<file path="config.mk">
export PLATFORM = sky130hd
export DESIGN_NAME = keyboard_scan_event_generator_top
export DESIGN_NICKNAME = d
export VERILOG_FILES = /design/src/hdl/kse_pkg.sv /design/src/hdl/kse_ram.sv /design/src/hdl/kse_cfg.sv /design/src/hdl/kse_engine.sv /design/src/hdl/keyboard_scan_event_generator_top.sv
export SDC_FILE = /design/constraint.sdc
export NUM_CORES = 1
export LEC_CHECK = 0
export ABC_AREA = 1
export BUFFER_PORTS_ARGS = -buffer_cell sky130_fd_sc_hd__buf_2
export CORE_MARGIN = 1
export CORE_UTILIZATION = 54
export DETAILED_ROUTE_END_ITERATION = 10
export PLACE_DENSITY = 0.76
export SETUP_SLACK_MARGIN = 0.3
export SLEW_MARGIN = 20
export SYNTH_ARGS = -nofsm -noshare
export SYNTH_HDL_FRONTEND = slang
export SYNTH_SLANG_ARGS = --single-unit
</file>
<file path="constraint.sdc">
create_clock -name clock -period 6.65 [get_ports clock]
set_clock_uncertainty 0.2 [all_clocks]
set_input_delay 0.665 -clock clock [delete_from_list [all_inputs] [get_ports clock]]
set_output_delay 0.665 -clock clock [all_outputs]
set_load 0.02 [all_outputs]
</file>
<file path="src/hdl/kse_pkg.sv">
// ----------------------------------------------------------------------------
// kse_pkg
// Shared types, register indexes, mode codes and small decode helpers for the
// keyboard scan event generator.
// ----------------------------------------------------------------------------
package kse_pkg;

   localparam int WORD_W = 32;

   // Configuration register indexes.
   localparam logic [2:0] CSR_INTERFACE_MODE    = 3'd0;
   localparam logic [2:0] CSR_SCAN_ENABLE       = 3'd1;
   localparam logic [2:0] CSR_ROW_COUNT         = 3'd2;
   localparam logic [2:0] CSR_COLUMN_COUNT      = 3'd3;
   localparam logic [2:0] CSR_MATRIX_LOW_ACTIVE = 3'd4;
   localparam logic [2:0] CSR_DIRECT_LINE_COUNT = 3'd5;
   localparam logic [2:0] CSR_DIRECT_LOW_ACTIVE = 3'd6;

   // Interface modes.
   localparam logic [1:0] MODE_MATRIX = 2'd0;
   localparam logic [1:0] MODE_DIRECT = 2'd1;
   localparam logic [1:0] MODE_I2C    = 2'd2;
   localparam logic [1:0] MODE_PS2    = 2'd3;

   localparam logic [7:0] NO_POSITION      = 8'hFF;
   localparam logic [7:0] PS2_BREAK_PREFIX = 8'hF0;
   localparam logic [7:0] DIRECT_CODE_BASE = 8'h80;

   typedef struct packed {
      logic [1:0] interface_mode;
      logic       scan_enable;
      logic [4:0] row_count;
      logic [4:0] column_count;
      logic       matrix_low_active;
      logic [5:0] direct_line_count;
      logic       direct_low_active;
   } cfg_type;

   typedef struct packed {
      logic       key_pressed;
      logic [7:0] key_row;
      logic [7:0] key_col;
      logic [7:0] scan_code;
      logic       last_of_run;
   } event_type;

   // Mask of the low count bits of a word; 32 or more gives all ones.
   function automatic logic [WORD_W-1:0] low_mask(input logic [5:0] count);
      logic [WORD_W-1:0] m;
      if (count >= 6'd32) begin
         m = '1;
      end else begin
         m = (32'h1 << count[4:0]) - 32'h1;
      end
      return m;
   endfunction

   // Quotient by ten through a reciprocal multiply, exact for 7-bit values.
   function automatic logic [3:0] div10(input logic [6:0] v);
      logic [14:0] p;
      p = {8'b0, v} * 15'd205;
      return p[14:11];
   endfunction

   function automatic logic [3:0] rem10(input logic [6:0] v);
      logic [6:0] t;
      t = v - ({3'b0, div10(v)} * 7'd10);
      return t[3:0];
   endfunction

endpackage

</file>
<file path="src/hdl/kse_ram.sv">
// ----------------------------------------------------------------------------
// kse_ram
// Generic single-write, single-read synchronous RAM with registered read data.
// ----------------------------------------------------------------------------
module kse_ram #(
   parameter int WIDTH = 16,
   parameter int DEPTH = 16
) (
   input  logic                                  clock,
   input  logic                                  wr_en,
   input  logic [(DEPTH > 1 ? $clog2(DEPTH) : 1)-1:0] wr_addr,
   input  logic [WIDTH-1:0]                      wr_data,
   input  logic                                  rd_en,
   input  logic [(DEPTH > 1 ? $clog2(DEPTH) : 1)-1:0] rd_addr,
   output logic [WIDTH-1:0]                      rd_data
);

   logic [WIDTH-1:0] mem_ff [DEPTH];
   logic [WIDTH-1:0] rd_data_ff;

   always_ff @(posedge clock) begin
      if (wr_en) begin
         mem_ff[wr_addr] <= wr_data;
      end
      if (rd_en) begin
         rd_data_ff <= mem_ff[rd_addr];
      end
   end

   assign rd_data = rd_data_ff;

endmodule

</file>
<file path="src/hdl/kse_cfg.sv">
// ----------------------------------------------------------------------------
// kse_cfg
// Configuration register file, written through the csr_ transfer channel.
// ----------------------------------------------------------------------------
module kse_cfg
   import kse_pkg::*;
(
   input  logic        clock,
   input  logic        reset,
   input  logic        csr_valid,
   output logic        csr_ready,
   input  logic [2:0]  csr_index,
   input  logic [31:0] csr_wdata,
   output cfg_type     cfg
);

   cfg_type cfg_ff;
   cfg_type cfg_in;

   always_comb begin
      cfg_in = cfg_ff;
      if (csr_valid) begin
         case (csr_index)
            CSR_INTERFACE_MODE:    cfg_in.interface_mode    = csr_wdata[1:0];
            CSR_SCAN_ENABLE:       cfg_in.scan_enable       = csr_wdata[0];
            CSR_ROW_COUNT:         cfg_in.row_count         = csr_wdata[4:0];
            CSR_COLUMN_COUNT:      cfg_in.column_count      = csr_wdata[4:0];
            CSR_MATRIX_LOW_ACTIVE: cfg_in.matrix_low_active = csr_wdata[0];
            CSR_DIRECT_LINE_COUNT: cfg_in.direct_line_count = csr_wdata[5:0];
            CSR_DIRECT_LOW_ACTIVE: cfg_in.direct_low_active = csr_wdata[0];
            default:               cfg_in = cfg_ff;
         endcase
      end
   end

   always_ff @(posedge clock) begin
      if (reset) begin
         cfg_ff.interface_mode    <= MODE_MATRIX;
         cfg_ff.scan_enable       <= 1'b1;
         cfg_ff.row_count         <= 5'd16;
         cfg_ff.column_count      <= 5'd16;
         cfg_ff.matrix_low_active <= 1'b0;
         cfg_ff.direct_line_count <= 6'd32;
         cfg_ff.direct_low_active <= 1'b0;
      end else begin
         cfg_ff <= cfg_in;
      end
   end

   assign csr_ready = 1'b1;
   assign cfg       = cfg_ff;

endmodule

</file>
<file path="src/hdl/kse_engine.sv">
// ----------------------------------------------------------------------------
// kse_engine
// Sequencer around the row memory: reads the stored row, writes the new one
// back, then walks changed bits into the result register one position per
// cycle while it has room. Also decodes the single-byte i2c and ps2 events.
// ----------------------------------------------------------------------------
module kse_engine
   import kse_pkg::*;
#(
   parameter int MAX_ROWS     = 16,
   parameter int MAX_COLS     = 16,
   parameter int DIRECT_LINES = 32
) (
   input  logic        clock,
   input  logic        reset,
   input  cfg_type     cfg,
   input  logic        req_valid,
   output logic        req_ready,
   input  logic [31:0] req_raw_sample,
   input  logic [3:0]  req_row_index,
   input  logic [63:0] req_sample_time,
   output logic        rsp_valid,
   input  logic        rsp_ready,
   output logic        rsp_key_pressed,
   output logic [7:0]  rsp_key_row,
   output logic [7:0]  rsp_key_col,
   output logic [7:0]  rsp_scan_code,
   output logic [63:0] rsp_event_time,
   output logic [31:0] rsp_events_so_far,
   output logic        rsp_last_of_run
);

   localparam int ROW_AW = (MAX_ROWS > 1) ? $clog2(MAX_ROWS) : 1;

   typedef enum logic [2:0] {
      S_IDLE = 3'b001,
      S_LOAD = 3'b010,
      S_SCAN = 3'b100
   } state_type;

   state_type           state_ff, state_in;
   logic [31:0]         raw_ff;
   logic [3:0]          row_ff;
   logic [63:0]         time_ff;
   logic [WORD_W-1:0]   work_s_ff, work_s_in;
   logic [WORD_W-1:0]   work_chg_ff, work_chg_in;
   logic [3:0]          work_row_ff, work_row_in;
   logic                work_direct_ff, work_direct_in;
   logic [4:0]          idx_ff, idx_in;
   logic [MAX_ROWS-1:0] row_valid_ff, row_valid_in;
   logic [DIRECT_LINES-1:0] direct_store_ff, direct_store_in;
   logic                pending_ff, pending_in;
   logic [31:0]         total_ff, total_in;
   logic                rsp_valid_ff, rsp_valid_in;
   event_type           ev_ff;
   logic [63:0]         rsp_time_ff;
   logic [31:0]         rsp_count_ff;

   logic                accept;
   logic                drop;
   logic                slot_free;
   logic                emit;
   event_type           ev;
   logic [4:0]          rows_eff;
   logic [4:0]          cols_eff;
   logic [5:0]          lines_eff;
   logic [WORD_W-1:0]   cols_mask;
   logic [WORD_W-1:0]   lines_mask;
   logic [MAX_COLS-1:0] ram_rd_data;
   logic [MAX_COLS-1:0] old_row;
   logic [15:0]         s16;
   logic [MAX_COLS-1:0] new_row;
   logic [WORD_W-1:0]   mat_chg;
   logic [WORD_W-1:0]   s32;
   logic [WORD_W-1:0]   old_direct;
   logic [WORD_W-1:0]   dir_chg;
   logic [WORD_W-1:0]   tmp_row;
   logic [7:0]          in_byte;
   logic [6:0]          code7;
   logic [6:0]          code_m1;
   logic [WORD_W-1:0]   chg_clear;
   logic                ram_wr_en;

   assign rows_eff  = (cfg.row_count > 5'(MAX_ROWS)) ? 5'(MAX_ROWS) : cfg.row_count;
   assign cols_eff  = (cfg.column_count > 5'(MAX_COLS)) ? 5'(MAX_COLS)
                                                        : cfg.column_count;
   assign lines_eff = (cfg.direct_line_count > 6'(DIRECT_LINES)) ? 6'(DIRECT_LINES)
                                                                 : cfg.direct_line_count;
   assign cols_mask  = low_mask({1'b0, cols_eff});
   assign lines_mask = low_mask(lines_eff);

   assign req_ready = (state_ff == S_IDLE);
   assign accept    = req_valid && req_ready;
   assign drop      = !cfg.scan_enable ||
                      ((cfg.interface_mode == MODE_MATRIX) &&
                       ({1'b0, req_row_index} >= rows_eff));
   assign slot_free = !rsp_valid_ff || rsp_ready;

   // The row is read at accept and written back in the following cycle;
   // the next read can only come after the sequencer returns to idle, so a
   // read never overlaps a write to the same row.
   assign ram_wr_en = (state_ff == S_LOAD) && (cfg.interface_mode == MODE_MATRIX);

   kse_ram #(
      .WIDTH (MAX_COLS),
      .DEPTH (MAX_ROWS)
   ) u_row_ram (
      .clock   (clock),
      .wr_en   (ram_wr_en),
      .wr_addr (row_ff[ROW_AW-1:0]),
      .wr_data (new_row),
      .rd_en   (accept),
      .rd_addr (req_row_index[ROW_AW-1:0]),
      .rd_data (ram_rd_data)
   );

   // New sample against stored state.
   always_comb begin
      old_row = row_valid_ff[row_ff[ROW_AW-1:0]] ? ram_rd_data : '0;
      if (cfg.matrix_low_active) begin
         s16 = ~raw_ff[15:0] & cols_mask[15:0];
      end else begin
         s16 = raw_ff[15:0];
      end
      new_row = s16[MAX_COLS-1:0];
      tmp_row = '0;
      tmp_row[MAX_COLS-1:0] = new_row ^ old_row;
      mat_chg = tmp_row & cols_mask;

      if (cfg.direct_low_active) begin
         s32 = ~raw_ff & lines_mask;
      end else begin
         s32 = raw_ff;
      end
      old_direct = '0;
      old_direct[DIRECT_LINES-1:0] = direct_store_ff;
      dir_chg = (s32 ^ old_direct) & lines_mask;

      in_byte = raw_ff[7:0];
      code7   = in_byte[6:0];
      code_m1 = code7 - 7'd1;
   end

   always_comb begin
      state_in        = state_ff;
      work_s_in       = work_s_ff;
      work_chg_in     = work_chg_ff;
      work_row_in     = work_row_ff;
      work_direct_in  = work_direct_ff;
      idx_in          = idx_ff;
      row_valid_in    = row_valid_ff;
      direct_store_in = direct_store_ff;
      pending_in      = pending_ff;
      emit            = 1'b0;
      ev              = '0;
      chg_clear       = work_chg_ff & ~(32'h1 << idx_ff);

      case (state_ff)
         S_IDLE: begin
            if (accept && !drop) begin
               state_in = S_LOAD;
            end
         end
         S_LOAD: begin
            case (cfg.interface_mode)
               MODE_MATRIX: begin
                  work_s_in      = {16'b0, s16};
                  work_chg_in    = mat_chg;
                  work_row_in    = row_ff;
                  work_direct_in = 1'b0;
                  idx_in         = '0;
                  row_valid_in[row_ff[ROW_AW-1:0]] = 1'b1;
                  state_in       = (mat_chg != '0) ? S_SCAN : S_IDLE;
               end
               MODE_DIRECT: begin
                  work_s_in       = s32;
                  work_chg_in     = dir_chg;
                  work_row_in     = row_ff;
                  work_direct_in  = 1'b1;
                  idx_in          = '0;
                  direct_store_in = s32[DIRECT_LINES-1:0];
                  state_in        = (dir_chg != '0) ? S_SCAN : S_IDLE;
               end
               MODE_I2C: begin
                  ev.key_pressed = in_byte[7];
                  ev.key_row     = (code7 != '0) ? {4'b0, div10(code_m1)} : NO_POSITION;
                  ev.key_col     = (code7 != '0) ? {4'b0, rem10(code_m1)} : NO_POSITION;
                  ev.scan_code   = {1'b0, code7};
                  ev.last_of_run = 1'b1;
                  if (in_byte == '0) begin
                     state_in = S_IDLE;
                  end else if (slot_free) begin
                     emit     = 1'b1;
                     state_in = S_IDLE;
                  end
               end
               default: begin
                  ev.key_pressed = !pending_ff;
                  ev.key_row     = NO_POSITION;
                  ev.key_col     = NO_POSITION;
                  ev.scan_code   = in_byte;
                  ev.last_of_run = 1'b1;
                  if (in_byte == PS2_BREAK_PREFIX) begin
                     pending_in = 1'b1;
                     state_in   = S_IDLE;
                  end else if (slot_free) begin
                     emit       = 1'b1;
                     pending_in = 1'b0;
                     state_in   = S_IDLE;
                  end
               end
            endcase
         end
         S_SCAN: begin
            ev.key_pressed = work_s_ff[idx_ff];
            ev.key_row     = work_direct_ff ? NO_POSITION : {4'b0, work_row_ff};
            ev.key_col     = {3'b0, idx_ff};
            ev.scan_code   = work_direct_ff ? (DIRECT_CODE_BASE | {3'b0, idx_ff})
                                            : {work_row_ff, idx_ff[3:0]};
            ev.last_of_run = (chg_clear == '0);
            if (work_chg_ff[idx_ff]) begin
               if (slot_free) begin
                  emit        = 1'b1;
                  work_chg_in = chg_clear;
                  idx_in      = idx_ff + 5'd1;
                  if (chg_clear == '0) begin
                     state_in = S_IDLE;
                  end
               end
            end else begin
               idx_in = idx_ff + 5'd1;
            end
         end
         default: begin
            state_in = S_IDLE;
         end
      endcase

      total_in     = emit ? (total_ff + 32'd1) : total_ff;
      rsp_valid_in = emit || (rsp_valid_ff && !rsp_ready);
   end

   always_ff @(posedge clock) begin
      if (reset) begin
         state_ff        <= S_IDLE;
         row_valid_ff    <= '0;
         direct_store_ff <= '0;
         pending_ff      <= 1'b0;
         total_ff        <= '0;
         rsp_valid_ff    <= 1'b0;
      end else begin
         state_ff        <= state_in;
         row_valid_ff    <= row_valid_in;
         direct_store_ff <= direct_store_in;
         pending_ff      <= pending_in;
         total_ff        <= total_in;
         rsp_valid_ff    <= rsp_valid_in;
      end
   end

   always_ff @(posedge clock) begin
      if (accept) begin
         raw_ff  <= req_raw_sample;
         row_ff  <= req_row_index;
         time_ff <= req_sample_time;
      end
      work_s_ff      <= work_s_in;
      work_chg_ff    <= work_chg_in;
      work_row_ff    <= work_row_in;
      work_direct_ff <= work_direct_in;
      idx_ff         <= idx_in;
      if (emit) begin
         ev_ff        <= ev;
         rsp_time_ff  <= time_ff;
         rsp_count_ff <= total_ff + 32'd1;
      end
   end

   assign rsp_valid         = rsp_valid_ff;
   assign rsp_key_pressed   = ev_ff.key_pressed;
   assign rsp_key_row       = ev_ff.key_row;
   assign rsp_key_col       = ev_ff.key_col;
   assign rsp_scan_code     = ev_ff.scan_code;
   assign rsp_last_of_run   = ev_ff.last_of_run;
   assign rsp_event_time    = rsp_time_ff;
   assign rsp_events_so_far = rsp_count_ff;

endmodule

</file>
<file path="src/hdl/keyboard_scan_event_generator_top.sv">
// ----------------------------------------------------------------------------
// keyboard_scan_event_generator_top
// Turns matrix rows, direct line words, i2c event bytes and ps2 bytes into
// key press and release events with a running event count.
//
//  Channel  Direction  Handshake              Carries
//  req_     in         req_valid/req_ready    raw sample, row index, time
//  rsp_     out        rsp_valid/rsp_ready    one key event per transfer
//  csr_     in         csr_valid/csr_ready    register index and write data
//
// When an item is taken its stored row is read from the row memory, and it is
// written back in the cycle after; the direct line word is kept in a register.
// Matrix and direct items then step one bit position per cycle up to the
// highest changed position in use, holding on a changed position while the
// result register waits on rsp_ready. A new item is taken only when idle.
// Reset clears the per-row valid bits, so no memory clearing pass is needed.
// ----------------------------------------------------------------------------
module keyboard_scan_event_generator_top
   import kse_pkg::*;
#(
   parameter int MAX_ROWS     = 16,
   parameter int MAX_COLS     = 16,
   parameter int DIRECT_LINES = 32
) (
   input  logic        clock,
   input  logic        reset,
   input  logic        req_valid,
   output logic        req_ready,
   input  logic [31:0] req_raw_sample,
   input  logic [3:0]  req_row_index,
   input  logic [63:0] req_sample_time,
   output logic        rsp_valid,
   input  logic        rsp_ready,
   output logic        rsp_key_pressed,
   output logic [7:0]  rsp_key_row,
   output logic [7:0]  rsp_key_col,
   output logic [7:0]  rsp_scan_code,
   output logic [63:0] rsp_event_time,
   output logic [31:0] rsp_events_so_far,
   output logic        rsp_last_of_run,
   input  logic        csr_valid,
   output logic        csr_ready,
   input  logic [2:0]  csr_index,
   input  logic [31:0] csr_wdata
);

   cfg_type cfg;

   kse_cfg u_cfg (
      .clock     (clock),
      .reset     (reset),
      .csr_valid (csr_valid),
      .csr_ready (csr_ready),
      .csr_index (csr_index),
      .csr_wdata (csr_wdata),
      .cfg       (cfg)
   );

   kse_engine #(
      .MAX_ROWS     (MAX_ROWS),
      .MAX_COLS     (MAX_COLS),
      .DIRECT_LINES (DIRECT_LINES)
   ) u_engine (
      .clock             (clock),
      .reset             (reset),
      .cfg               (cfg),
      .req_valid         (req_valid),
      .req_ready         (req_ready),
      .req_raw_sample    (req_raw_sample),
      .req_row_index     (req_row_index),
      .req_sample_time   (req_sample_time),
      .rsp_valid         (rsp_valid),
      .rsp_ready         (rsp_ready),
      .rsp_key_pressed   (rsp_key_pressed),
      .rsp_key_row       (rsp_key_row),
      .rsp_key_col       (rsp_key_col),
      .rsp_scan_code     (rsp_scan_code),
      .rsp_event_time    (rsp_event_time),
      .rsp_events_so_far (rsp_events_so_far),
      .rsp_last_of_run   (rsp_last_of_run)
   );

   // While an event that is not the last of its run is on offer, the rest of
   // the run is still being scanned and no new item may enter.
   a_no_accept_mid_run: assert property (@(posedge clock) disable iff (reset)
      (rsp_valid && !rsp_last_of_run) |-> !req_ready)
      else $error("new item taken while a run of events is incomplete");

   a_reset_clears_output: assert property (@(posedge clock)
      reset |=> !rsp_valid)
      else $error("result valid right after reset");

   a_reset_ready: assert property (@(posedge clock)
      reset |=> req_ready)
      else $error("sequencer not idle right after reset");

endmodule

</file>
==> results of run 1 <==
==> cell families (layout without fill, tap and decap cells) <==
family | after synthesis | count (layout) | share of synthesized area [%]
simple gates | 1112 | 1112 | 16.3
other cells | 1 | 6 | 0.0123
flops | 669 | 669 | 62.5
compound gates | 538 | 538 | 10.6
fa+ha+maj | 58 | 58 | 2.60
buf+inv | 380 | 718 | 4.99
xor+xnor | 44 | 44 | 1.29
mux | 53 | 53 | 1.74
==> path summary, 6_finish.rpt <==
path | from | end | slack, ps | cells past startpoint
max | u_engine.raw_ff[0] | u_engine.rsp_key_col[3] | 800 | 25
min reg2reg | u_engine.time_ff[25] | u_engine.rsp_event_time[25] | 220 | 0
max reg2reg | u_engine.raw_ff[0] | u_engine.rsp_key_col[3] | 800 | 25
min | req_sample_time[39] | u_engine.time_ff[39] | 20 | 1
==> worst reg2reg max path, delay by kind of cell, from the launching register on <==
kind                     cells  cell delay, ps
adder cells (fa/ha/maj)      8            2590
AND/OR/NAND/NOR              6             810
XOR/XNOR                     3             710
buffers and inverters        5             430
flip-flops                   1             420
AO/OA/AOI/OAI                3             410
==> metal layers <==
metal	global-route usage (%)	up-vias
met1	36.8	11200
li1	-	10700
met3	3.65	203
met2	46.2	1042
met5	0	-
met4	14.0	0
==> cell type report <==
| class | count | area share (%) |
|---|---|---|
| repair buffers | 345 | 6.24 |
| multi-input cells | 1806 | 28.3 |
| well taps | 748 | 2.64 |
| clock buffers | 98 | 5.47 |
| inverters | 245 | 2.61 |
| clock inverters | 30 | 1.05 |
| diodes | 5 | 0.0353 |
| flip-flops and latches | 669 | 53.7 |
==> flip-flops by register name (all words and copies together) (netlist names), 6 cells and up <==
register and cells:
u_engine.time_ff 64, u_engine.raw_ff 32, u_engine.rsp_scan_code 8, u_engine.direct_store_ff 32
u_cfg.cfg 21, u_engine.rsp_events_so_far 32, u_engine.rsp_key_col 6, u_engine.work_s_ff 32
u_engine.u_row_ram.rd_data 16, u_engine.u_row_ram.mem_ff 256, u_engine.rsp_event_time 64, u_engine.total_ff 32
u_engine.row_valid_ff 16, u_engine.work_chg_ff 32
==> power breakdown <==
group / total (mW) / switching, mW / internal, mW
clock network: 3.89 / 1.70 / 2.20
logic: 2.62 / 1.73 / 0.886
registers: 5.36 / 0.212 / 5.15
==> cell usage in the layout (no fill, tap or decap), types with 31 or more instances in the layout <==
cell	instances
mux2i_1	53
edfxtp_1	563
nor2_1	378
nand3_1	182
nor2_2	31
ha_1	49
buf_4	39
inv_1	230
o221ai_1	72
xor2_1	35
dfxtp_1	106
clkbuf_16	72
nand2_1	390
buf_2	235
o22ai_1	39
a21oi_1	91
o21ai_0	246
dlygate4sd3_1	68
==> out/summary.txt, run 1 <==
Slew HR - 28.5%
Post-Synthesis Cell Area - 30500 µm²
RePlAce Congestion - 0.980
Fill count - 4151
Critical path class - reg2reg
CP Data Required Time - 6790 ps
Finished Cell Area - 35400 µm²
Slowest stage cell, crit path - fa_1
Fin crit share - 87.9%
CTS tree - built
Prevailing post-synth register cell - edfxtp_1
Post-synthesis sequential area ratio - 62.5%
Grt ovf - 0
WL met1 - 32100 µm
Max clock buf depth - 3
I/O Pins - 265
LEAKAGE - 13.6 nW
Synth Instances - 2855
Row cnt - 86
Share of the synthesized area in the top cell type - 55.5%
Setup WS pre-CTS - 794 ps
IO Port Bufs - 237
First-pass GRT wire length - 124000 µm
Clk_lat worst skew - 640 ps
Unique masters post-synth - 64
CTS H-tree depth - 3
Hold-fix buffers, CTS - 68
Iteration-0 DRC Markers - 2645
Vias in the first global route - 22200
Layout cells sized above 1 - 15.2%
Leading post-synthesis cells by instance count - edfxtp_1, nor2_1, nand2_1
Measured slew at the worst slew-check pin - 1070 ps
Clock sink total - 669
Pwr per Cell Area - 335 nW/µm²
Flops & latches, synth - 669
Drt wl/cell - 20.5 µm
Fin. max-slew vios - 0
Placed Instances - 3744
DIE HEIGHT - 240 µm
Max layer used - met4
Final Util - 63.9%
Largest net degree at the start of global routing - 81
Initial Util - 55.0%
Vias - 23100
Multi-input combinational cell area - 10000 µm²
Total GRT Usage - 28.1%
Cts bufs inserted - 70
Crit path buf inv count - 5
Hold slack - 21.7 ps
Worst path max stage delay - 490 ps
Storage cell area - 19000 µm²
Worst Setup End Kind - flip-flop
Setup bufs post-CTS - 0
Power Total - 11.9 mW
Most frequent CP cell - ha_1
Min cycle time layout - 5850 ps
Core Region - 55400 µm²
Hpwl dp - 53200 µm
Area Overhead vs Synth - 16.3%
CTS root buf - clkbuf_16
Drt total wl - 81100 µm
Die area - 57400 µm²
Synth area leader - edfxtp_1
Met2 wire len - 39600 µm
Initial DRT Pass Iterations - 6
Async S/R FF share, synth - 0%
Mean Syn Cell Area - 10.7 µm²
Count leader, synth - edfxtp_1
Min setup slack post-route - 804 ps
CP delay by family, top - adder cells
Die width - 240 µm
Startpoint Class - flip-flop
Final hold vios - 0
Fmax - 0.171 GHz
Post-synth EDFFs - 563
Status - finished clean
Setup_tns - 0 ps
Via/cell ratio - 5.86
Nets - 3335
Final setup violating endpoints - 0
Syn Nets - 3053
Placed Area - 32400 µm²
Antenna violations before repair - 5
DRT antenna net count - 0
Hold WC Path Type - in2reg
Non-Filler Instances - 3946
Clock transition at the registers of the reported paths - 60 ps
Post-CTS Resized - 0
Crit path max fanout - 12
Max cap viols - 0
Met3 Wirelength - 5760 µm
Crit path arrival time - 5990 ps
DRC - 0
Synth top area cells - edfxtp_1, dfxtp_1, nor2_1
Max VDD drop - 0.221 mV
Unrepaired setup endpoints after global routing - false
YS warnings - 0
Power figures use the tool's default switching activity.
==> run 2: changes to the inputs <==
--- a/config.mk
+++ b/config.mk
@@ -7,6 +7,7 @@
 export LEC_CHECK = 0
 export ABC_AREA = 1
 export BUFFER_PORTS_ARGS = -buffer_cell sky130_fd_sc_hd__buf_2
+export CAP_MARGIN = 20
 export CORE_MARGIN = 1
 export CORE_UTILIZATION = 54
 export DETAILED_ROUTE_END_ITERATION = 10
@@ -15,4 +16,5 @@
 export SLEW_MARGIN = 20
 export SYNTH_ARGS = -nofsm -noshare
 export SYNTH_HDL_FRONTEND = slang
+export SYNTH_HIERARCHICAL = 1
 export SYNTH_SLANG_ARGS = --single-unit
==> out/summary.txt, run 2 <==
Hpwl dp - 52600 µm (-0.99%)
Mean Syn Cell Area - 9.55 µm² (-10%)
Leading post-synthesis cells by instance count - nand2_1, edfxtp_1, inv_1
Pwr per Cell Area - 274 nW/µm² (-18%)
Unrepaired setup endpoints after global routing - false
Share of the synthesized area in the top cell type - 53.4% (-2.1 points)
Worst Setup End Kind - flip-flop
Synth top area cells - edfxtp_1, nand2_1, dfxtp_1
Syn Nets - 3516 (+15%)
Hold WC Path Type - in2reg
Antenna violations before repair - 0 (-5)
Met3 Wirelength - 8230 µm (+43%)
Startpoint Class - flip-flop
Non-Filler Instances - 4387 (+11%)
Post-synthesis sequential area ratio - 60.1% (-2.4 points)
Largest net degree at the start of global routing - 77 (-4.9%)
Synth area leader - edfxtp_1
Crit path to - u_engine/rsp_key_col[3]
Crit path max fanout - 7 (-5)
Placed Area - 33600 µm² (+3.8%)
I/O Pins - 265 (unchanged)
Initial DRT Pass Iterations - 6 (unchanged)
Finished Cell Area - 36200 µm² (+2.1%)
Final hold vios - 0 (unchanged)
Area Overhead vs Synth - 14.2%
Die width - 244 µm (+2.0%)
RR Endpoint - u_engine/rsp_key_col[3]
Row cnt - 88 (+2.3%)
WL met1 - 34000 µm (+6.1%)
Initial Util - 54.8% (-0.17 points)
Setup bufs post-CTS - 0 (unchanged)
Depth of the most critical reg-to-reg path - 23 (-8.0%)
CTS tree - built
Core Region - 57800 µm² (+4.3%)
CTS H-tree depth - 3 (unchanged)
Critical path class - reg2reg
Synth Instances - 3317 (+16%)
Die area - 59600 µm² (+4.0%)
Fill count - 4616 (+11%)
Power Total - 9.92 mW (-16%)
Post-CTS Resized - 0 (unchanged)
Most flop-heavy register - u_engine/u_row_ram/mem_ff
Antenna cells - 0 (-5)
Critical Path Source - u_engine/raw_ff[1]
First-pass GRT wire length - 124000 µm (+0.60%)
Commonest non-fill, non-tap cell in the layout - nand2_1
Worst R2R Start - u_engine/raw_ff[1]
Most frequent cells in the layout - nand2_1, edfxtp_1, inv_1
Max reg flops - 256 (unchanged)
Clk_lat worst skew - 620 ps (-20 ps)
Vias - 24500 (+6.0%)
YS warnings - 6 (+6)
Nets - 3769 (+13%)
Min cycle time layout - 5720 ps (-125 ps)
Max cap viols - 0 (unchanged)
Via/cell ratio - 5.58 (-4.7%)
Post-Synthesis Cell Area - 31700 µm² (+4.0%)
Crit path arrival time - 5860 ps (-130 ps)
RePlAce Congestion - 0.939 (-4.1%)
Fin crit share - 86.0% (-1.9 points)
LEAKAGE - 15.3 nW (+12%)
Clock sink total - 669 (unchanged)
CTS root buf - clkbuf_16
Total GRT Usage - 26.8% (-1.4 points)
R2r setup slk - 930 ps (+120 ps)
Iteration-0 DRC Markers - 2883 (+9.0%)
Storage cell area - 19000 µm² (unchanged)
Min setup slack post-route - 929 ps (+125 ps)
Post-synth EDFFs - 563 (unchanged)
Setup_tns - 0 ps (unchanged)
Flops & latches, synth - 669 (unchanged)
IO Port Bufs - 237 (unchanged)
Drt wl/cell - 18.3 µm (-11%)
Met2 wire len - 36200 µm (-8.6%)
Prevailing post-synth register cell - edfxtp_1
Fin. max-slew vios - 0 (unchanged)
Final setup violating endpoints - 0 (unchanged)
DIE HEIGHT - 244 µm (+2.0%)
Max layer used - met4
Vias in the first global route - 22700 (+2.1%)
Max clock buf depth - 3 (unchanged)
Multi-input combinational cell area - 10200 µm² (+2.4%)
Unique masters post-synth - 58 (-9.4%)
Status - finished clean
DRT antenna net count - 0 (unchanged)
Async S/R FF share, synth - 0% (unchanged)
Count leader, synth - nand2_1
Layout cells sized above 1 - 13.4% (-1.8 points)
Drt total wl - 80200 µm (-1.0%)
Clock transition at the registers of the reported paths - 60 ps (about the same)
DRC - 0 (unchanged)
Setup WS pre-CTS - 931 ps (+137 ps)
Cts bufs inserted - 72 (+2.9%)
Fmax - 0.175 GHz (+2.2%)
CP Data Required Time - 6790 ps (about the same)
Measured slew at the worst slew-check pin - 1100 ps (+33.7 ps)
Placed Instances - 4232 (+13%)
Slew HR - 25.9% (-2.6 points)
Max VDD drop - 0.317 mV (+43%)
Grt ovf - 0 (unchanged)
run 2: cell families (layout without fill, tap and decap cells):
family / after synthesis / in the layout / share of synthesized area [%]
buf+inv: 613 / 918 / 7.83
flops: 669 / 669 / 60.1
xor+xnor: 42 / 42 / 1.18
compound gates: 395 / 395 / 7.19
other cells: 1 / 1 / 0.0118
fa+ha+maj: 59 / 59 / 2.54
simple gates: 1538 / 1538 / 21.2
run 2: what timing repair did:
action | CTS | global route
endpoints found under the setup margin | 0 | 0
hold buffers | 28 | 0
endpoints found under the hold margin | 28 | 0
run 2: metrics by stage:
step / hold WS [ps] / util [%]
detailed placement: 205 / 58.2
global route: 0.613 / 62.6
CTS: 0.972 / 62.6
finish: 22.7 / 62.6
floorplan: 200 / -
global placement: 200 / 58.1
run 2: cell type report:
type	instances	share of cell area, %
Sequential cell	669	52.6
Tap cell	765	2.64
Clock inverter	28	0.581
Clock buffer	98	5.66
Inverter	474	4.92
Timing Repair Buffer	318	5.30
Multi-Input combinational cell	2035	28.3
run 2: power breakdown:
part | internal [mW] | switching, mW
sequential | 4.75 | 0.0745
clock | 2.23 | 1.61
combinational | 0.419 | 0.830
run 2: per-layer routing:
layer	GRT usage, %	vias up
met2	41.2	1191
li1	-	11600
met1	39.0	11600
met3	4.84	124
met4	7.44	0
met5	0	-
run 2: how the worst min path moves through the flow:
stage                               from                          end  slack (ps)  cells after the start
detailed placement  u_engine/time_ff[19]  u_engine/rsp_event_time[19]         200                      0
finish                req_raw_sample[18]          u_engine/raw_ff[18]          20                      1
global route          req_sample_time[2]          u_engine/time_ff[2]         0.6                      1
CTS                   req_sample_time[2]          u_engine/time_ff[2]           1                      1
global placement    u_engine/time_ff[36]  u_engine/rsp_event_time[36]         200                      0
floorplan            u_engine/time_ff[0]   u_engine/rsp_event_time[0]         200                      0
run 2: critical path, stage by stage (launching register included):
cell,delay [ps]
edfxtp_1,390
inv_1,220
ha_1,230
nand2_1,80
nor3_1,180
xor2_1,320
ha_1,300
ha_1,270
inv_1,50
fa_1,490
inv_1,50
fa_1,460
ha_1,300
a31oi_1,190
o221ai_1,180
or2_2,310
nand2_1,110
inv_1,80
ha_1,200
fa_1,380
xnor2_1,200
nand3_1,100
nand2_1,60
o221ai_1,100
